==> config.mk <==
export PLATFORM = sky130hd
export DESIGN_NAME = qgf_arith
export DESIGN_NICKNAME = d
export VERILOG_FILES = /design/src/hw/rtl/qgf_pkg.sv /design/src/hw/rtl/qgf_arith.sv
export SDC_FILE = /design/constraint.sdc
export NUM_CORES = 1
export LEC_CHECK = 0
export BUFFER_PORTS_ARGS = -buffer_cell sky130_fd_sc_hd__buf_2
export CAP_MARGIN = 15
export CORE_ASPECT_RATIO = 0.5
export CORE_UTILIZATION = 35
export CTS_BUF_LIST = sky130_fd_sc_hd__clkbuf_2
export DETAILED_ROUTE_END_ITERATION = 16
export GPL_TIMING_DRIVEN = 0
export PLACE_DENSITY = 0.57
export SLEW_MARGIN = 10
export SYNTH_ARGS = -nofsm -noshare
export SYNTH_HDL_FRONTEND = slang
export SYNTH_SLANG_ARGS = --single-unit
==> constraint.sdc <==
create_clock -name clk -period 4.2 [get_ports clk]
set_input_delay 0.42 -clock clk [delete_from_list [all_inputs] [get_ports clk]]
set_output_delay 0.42 -clock clk [all_outputs]
set_load 0.005 [all_outputs]
==> src/hw/rtl/qgf_pkg.sv <==
`default_nettype none
package qgf_pkg;

  localparam int MAX_POINTS_DEF = 1024;

  // shared step unit
  localparam int NUM_W   = 70;
  localparam int QUO_W   = 66;
  localparam int DEN_W   = 36;
  localparam int REM_W   = 38;
  localparam int STEP_W  = 7;

  localparam logic [STEP_W-1:0] SQRT_STEPS = 7'd35;
  localparam logic [STEP_W-1:0] ACC_STEPS  = 7'd48;
  localparam logic [STEP_W-1:0] POT_STEPS  = 7'd66;

  // floor(h / 10) = (h * RECIP10) >> RECIP_SHIFT for any 32-bit h
  localparam logic signed [33:0] RECIP10     = 34'sh0CCCCCCCD;
  localparam int                 RECIP_SHIFT = 35;

  localparam logic [QUO_W-1:0] POT_CAP = 66'd1 << 62;

  typedef struct packed {
    logic [31:0] cx;
    logic [31:0] cy;
    logic [31:0] cz;
    logic [31:0] wx;
    logic [31:0] wy;
    logic [31:0] wz;
    logic [30:0] h;
    logic [27:0] tenth;
  } entry_t;

  typedef struct packed {
    logic              start;
    logic              sqrt_mode;
    logic [STEP_W-1:0] steps;
  } ar_ctl_t;

  function automatic logic [31:0] sat32(input logic signed [65:0] v);
    logic [31:0] res;
    if (v > 66'sd2147483647) begin
      res = 32'h7FFFFFFF;
    end else if (v < -66'sd2147483648) begin
      res = 32'h80000000;
    end else begin
      res = v[31:0];
    end
    return res;
  endfunction

endpackage
`default_nettype wire

==> src/hw/rtl/qgf_arith.sv <==
`default_nettype none
module qgf_arith (
  input  wire logic                         clk,
  input  wire logic                         rst_n,
  input  wire qgf_pkg::ar_ctl_t             ctl,
  input  wire logic [qgf_pkg::NUM_W-1:0]    num,
  input  wire logic [qgf_pkg::DEN_W-1:0]    den,
  output logic                              done,
  output logic [qgf_pkg::QUO_W-1:0]         quo
);

  logic                          busy_r;
  logic                          done_r;
  logic                          sqrt_r;
  logic [qgf_pkg::STEP_W-1:0]    cnt_r;
  logic [qgf_pkg::NUM_W-1:0]     num_r;
  logic [qgf_pkg::REM_W-1:0]     rem_r;
  logic [qgf_pkg::QUO_W-1:0]     q_r;
  logic [qgf_pkg::DEN_W-1:0]     den_r;

  logic [qgf_pkg::REM_W-1:0]     rem_s;
  logic [qgf_pkg::REM_W-1:0]     sub;
  logic [qgf_pkg::REM_W:0]       diff;
  logic                          ge;

  // one restoring step: divide brings one numerator bit, root brings two
  always_comb begin
    if (sqrt_r) begin
      rem_s = {rem_r[qgf_pkg::REM_W-3:0], num_r[qgf_pkg::NUM_W-1 -: 2]};
      sub   = {q_r[qgf_pkg::REM_W-3:0], 2'b01};
    end else begin
      rem_s = {rem_r[qgf_pkg::REM_W-2:0], num_r[qgf_pkg::NUM_W-1]};
      sub   = {{(qgf_pkg::REM_W-qgf_pkg::DEN_W){1'b0}}, den_r};
    end
    diff = {1'b0, rem_s} - {1'b0, sub};
    ge   = ~diff[qgf_pkg::REM_W];
  end

  always_ff @(posedge clk) begin
    if (!rst_n) begin
      busy_r <= 1'b0;
      done_r <= 1'b0;
      cnt_r  <= '0;
    end else begin
      done_r <= 1'b0;
      if (ctl.start) begin
        busy_r <= 1'b1;
        cnt_r  <= ctl.steps;
      end else if (busy_r) begin
        cnt_r <= cnt_r - 1'b1;
        if (cnt_r == 7'd1) begin
          busy_r <= 1'b0;
          done_r <= 1'b1;
        end
      end
    end
  end

  always_ff @(posedge clk) begin
    if (ctl.start) begin
      sqrt_r <= ctl.sqrt_mode;
      num_r  <= num;
      den_r  <= den;
      rem_r  <= '0;
      q_r    <= '0;
    end else if (busy_r) begin
      num_r <= sqrt_r ? {num_r[qgf_pkg::NUM_W-3:0], 2'b00}
                      : {num_r[qgf_pkg::NUM_W-2:0], 1'b0};
      rem_r <= ge ? diff[qgf_pkg::REM_W-1:0] : rem_s;
      q_r   <= {q_r[qgf_pkg::QUO_W-2:0], ge};
    end
  end

  assign done = done_r;
  assign quo  = q_r;

endmodule
`default_nettype wire

==> metrics.md <==
| Metric | Value |
|---|---|
| Status | `finished clean` |
| Max VDD drop | `0.0004533 V` |
| Critical path's top delay family | `compound AO/OA/AOI/OAI gates` |
| GR Util All Layers | `20.49%` |
| Initial Util | `35.76%` |
| Most numerous cell in the Yosys netlist | `mux2i_1` |
| YS warnings | `0` |
| WHS Endpoint | `den_r[2]` |
| Internal power | `4.969 mW` |
| Capture point of the worst reg-to-reg path | `rem_r[20]` |
| CP startpoint | `sqrt_r` |
| Final Core Density | `46.63%` |
| Routed via count | `10530` |
| Metal3 WL | `2.048 mm` |
| Startpoint types | `flip-flop` |
| FF-to-FF path depth | `19` |
| Max-slew headroom | `24.32%` |
| CTS tree | `done` |
| Remaining Overflow, GRT | `0` |
| CTS max path bufs | `3` |
| Synthesized flop and latch total | `219` |
| Final Hold Fails | `0` |
| DP Wirelength | `25.42 mm` |
| Met2 WL | `16.87 mm` |
| # H-tree levels | `2` |
| Die area | `34730 um^2` |
| Sequential Power Share | `31.5%` |
| Main synth FF type | `dfxtp_1` |
| Post-synth top area share | `27.04%` |
| Post-route met1 wirelength | `16.54 mm` |
| Core area | `33230 um^2` |
| P_leak | `6.734 nW` |
| Syn avg cell area | `10.00 um^2` |
| Worst-skew pair later-pin latency | `0.94 ns` |
| Syn-to-layout area delta | `30.39%` |
| # nets final | `1718` |
| Cell variety after synth | `62` |
| Cell area after synthesis | `11880 um^2` |
| Wire per inst | `17.75 um` |
| Setup TNS | `0 ns` |
| Largest net degree at the start of global routing | `41` |
| CP peak stage delay | `0.39 ns` |
| Net switching power | `3.458 mW` |
| # IOs | `184` |
| Post-synth EDFFs | `107` |
| Crit path max-delay cell type | `edfxtp_1` |
| Cell Chain, Critical Path | `clkbuf_8 -> clkbuf_16 -> clkbuf_16 -> buf_8 -> or2_2 -> ha_2 -> fa_2 -> nand2b_4 -> a21o_1 -> a21oi_4 -> o21bai_2 -> a21oi_2 -> and3_4 -> o21a_1 -> buf_6 -> buf_4 -> buf_4 -> nor3_1 -> a311o_1` |
| Die Y | `132.3 um` |
| Worst path required time | `4.99 ns` |
| Remaining antenna violation count | `0` |
| Worst-path clk slew | `0.14 ns` |
| Min Tclk post-route | `4.071 ns` |
| Gate Count Post-Synth | `1188` |
| Row count | `47` |
| DRC Markers | `0` |
| Worst min path class | `in2reg` |
| Slew @ Worst Pin | `1.135 ns` |
| Layout cells sized above 1 | `23.93%` |
| Initial drt markers | `596` |
| RSZ-0062 raised after global routing | `yes` |
| Bufs and invs on worst path | `7` |
| Hold path depth | `2` |
| CP Capture Type | `flip-flop` |
| Die width | `262.6 um` |
| Hold Startpoint | `den[2]` |
| Crit Reg-Reg Startpoint | `sqrt_r` |
| Synth area leader | `edfxtp_1` |
| Fillers | `3171` |
| Vias/cell | `5.145` |
| Root buffer cell | `clkbuf_2` |
| Number of global-route vias before repair | `10550` |
| Top Metal Used | `met4` |
| # setup viols final | `0` |
| Initial antenna violation count | `2` |
| Setup slack, reg-to-reg | `0.13 ns` |
| Combinational Power Share | `49.5%` |
| Syn nets | `1346` |
| Fin crit share | `96.92%` |
| First-pass GRT wire length | `56.77 mm` |
| Total CTS buffers | `54` |
| Placer Congestion | `0.8793` |
| Slew Limit Fails | `0` |
| Pwr Density | `543.9 nW/um^2` |
| Share of the yosys chip area belonging to registers | `45.91%` |
| CP Class | `reg2reg` |
| Clk_skew | `0.06227 ns` |
| Max cap viols | `0` |
| Detailed Route WL | `36.34 mm` |
| Ys async rst share | `0%` |
| 1st-pass router iterations | `5` |
| Synth area leaders | `edfxtp_1 (27%), dfxtp_1 (19%), mux2i_1 (14%)` |
| PortBufs | `183` |
| Synth cell count leaders | `mux2i_1 (169), nor2_1 (131), nand2_1 (114)` |
| CTS Sinks | `219` |
| Clock Power Share | `19.0%` |
| Data arrival time of the worst path | `4.86 ns` |
| Fmax | `245.7 MHz` |
| Sw Share | `41.04%` |
| Crit Path Max Fanout | `10` |
[cells in the final DEF (no fill, tap or decap), types with 8 or more instances in the layout]
cell type,netlist,final
a21oi_1,48,40
clkbuf_1,49,44
a21o_1,12,12
nor3_1,12,12
buf_2,11,192
inv_1,19,18
dlygate4sd3_1,0,119
edfxtp_1,107,107
nor2_1,131,131
buf_4,2,11
dfxtp_1,112,112
a311oi_1,8,8
nand2_1,114,113
ha_1,40,39
xor2_1,8,8
mux2_2,37,37
mux2i_1,169,166
clkbuf_2,0,86
xnor2_1,24,24
o211ai_1,11,11
o21ai_0,107,105
a211oi_1,19,17
clkinv_1,1,11
nand3_1,18,18
[kinds of logic (layout without fill, tap and decap cells)]
| family | Yosys count | in the layout | share of synthesized area [%] |
|---|---|---|---|
| AO/OA/AOI/OAI | 275 | 275 | 14.83 |
| XOR/XNOR | 32 | 32 | 2.359 |
| adder cells (fa/ha/maj) | 41 | 41 | 4.381 |
| buffers and inverters | 95 | 512 | 3.307 |
| flip-flops | 219 | 219 | 45.91 |
| multiplexers | 206 | 206 | 17.74 |
| other | 0 | 1 | 0 |
| AND/OR/NAND/NOR | 320 | 320 | 11.47 |
[registers in the layout (all words and copies together), names as in the netlist]
name / count
busy_r: 1
cnt_r: 7
den_r: 36
done: 1
num_r: 70
quo: 66
rem_r: 37
sqrt_r: 1
[layer usage]
metal / GRT usage (%) / up-vias
met4: 6.993 / 0
li1: - / 5150
met1: 26.74 / 5016
met5: 0 / -
met3: 4.464 / 74
met2: 33.61 / 291
[stage by stage]
step / std cells / total power, mW / instance area [um^2] / hold slack, ns / worst slack [ns]
after CTS: 2040 / 8.114 / 15320 / 0.08646 / 0.02703
after global placement: 1812 / 6.132 / 13350 / 0.4732 / -1.294
after detailed placement: 1813 / 6.182 / 13380 / 0.4810 / -1.369
after global routing: 2047 / 8.953 / 15490 / 0.1251 / -0.04643
final: 2047 / 8.427 / 15490 / 0.2054 / 0.1293
after floorplan: 1188 / 5.205 / 11890 / 0.4488 / 0.05573
[worst max path at each step]
| stage | to | slack (ns) | cells after the start |
|---|---|---|---|
| 2_1_floorplan | rem_r[22] | 0.06 | 18 |
| 3_3_place_gp | rem_r[12] | -1.29 | 18 |
| 3_5_place_dp | rem_r[8] | -1.37 | 17 |
| 4_1_cts | rem_r[3] | 0.03 | 18 |
| 5_1_grt | rem_r[16] | -0.05 | 19 |
| 6_report | rem_r[20] | 0.13 | 19 |
[cell type report]
class	instances	area, um^2	area share [%]
multi-input cells	874	6150	39.69
flip-flops and latches	219	5455	35.21
repair buffers	317	2263	14.61
well taps	441	551.8	3.562
plain buffers	74	449.2	2.899
clock buffers	85	425.4	2.746
clock inverters	16	117.6	0.7592
inverters	20	77.57	0.5007
diodes	1	2.502	0.01615
[power by group through the flow]
stage	clock, mW	combinational, mW	sequential, mW
2_1_floorplan	0	2.56	2.65
3_3_place_gp	0	3.44	2.69
3_5_place_dp	0	3.48	2.70
4_1_cts	1.66	3.80	2.65
5_1_grt	1.76	4.51	2.68
6_report	1.60	4.17	2.66
[timing repair]
action	4_1_cts	5_1_grt
hold endpoints to repair	116	0
resized for setup	44	25
setup buffers	7	5
endpoints found under the setup margin	38	36
hold buffers	119	0
cloned	0	2
pin swaps	6	13
Power figures use the tool's default switching activity.
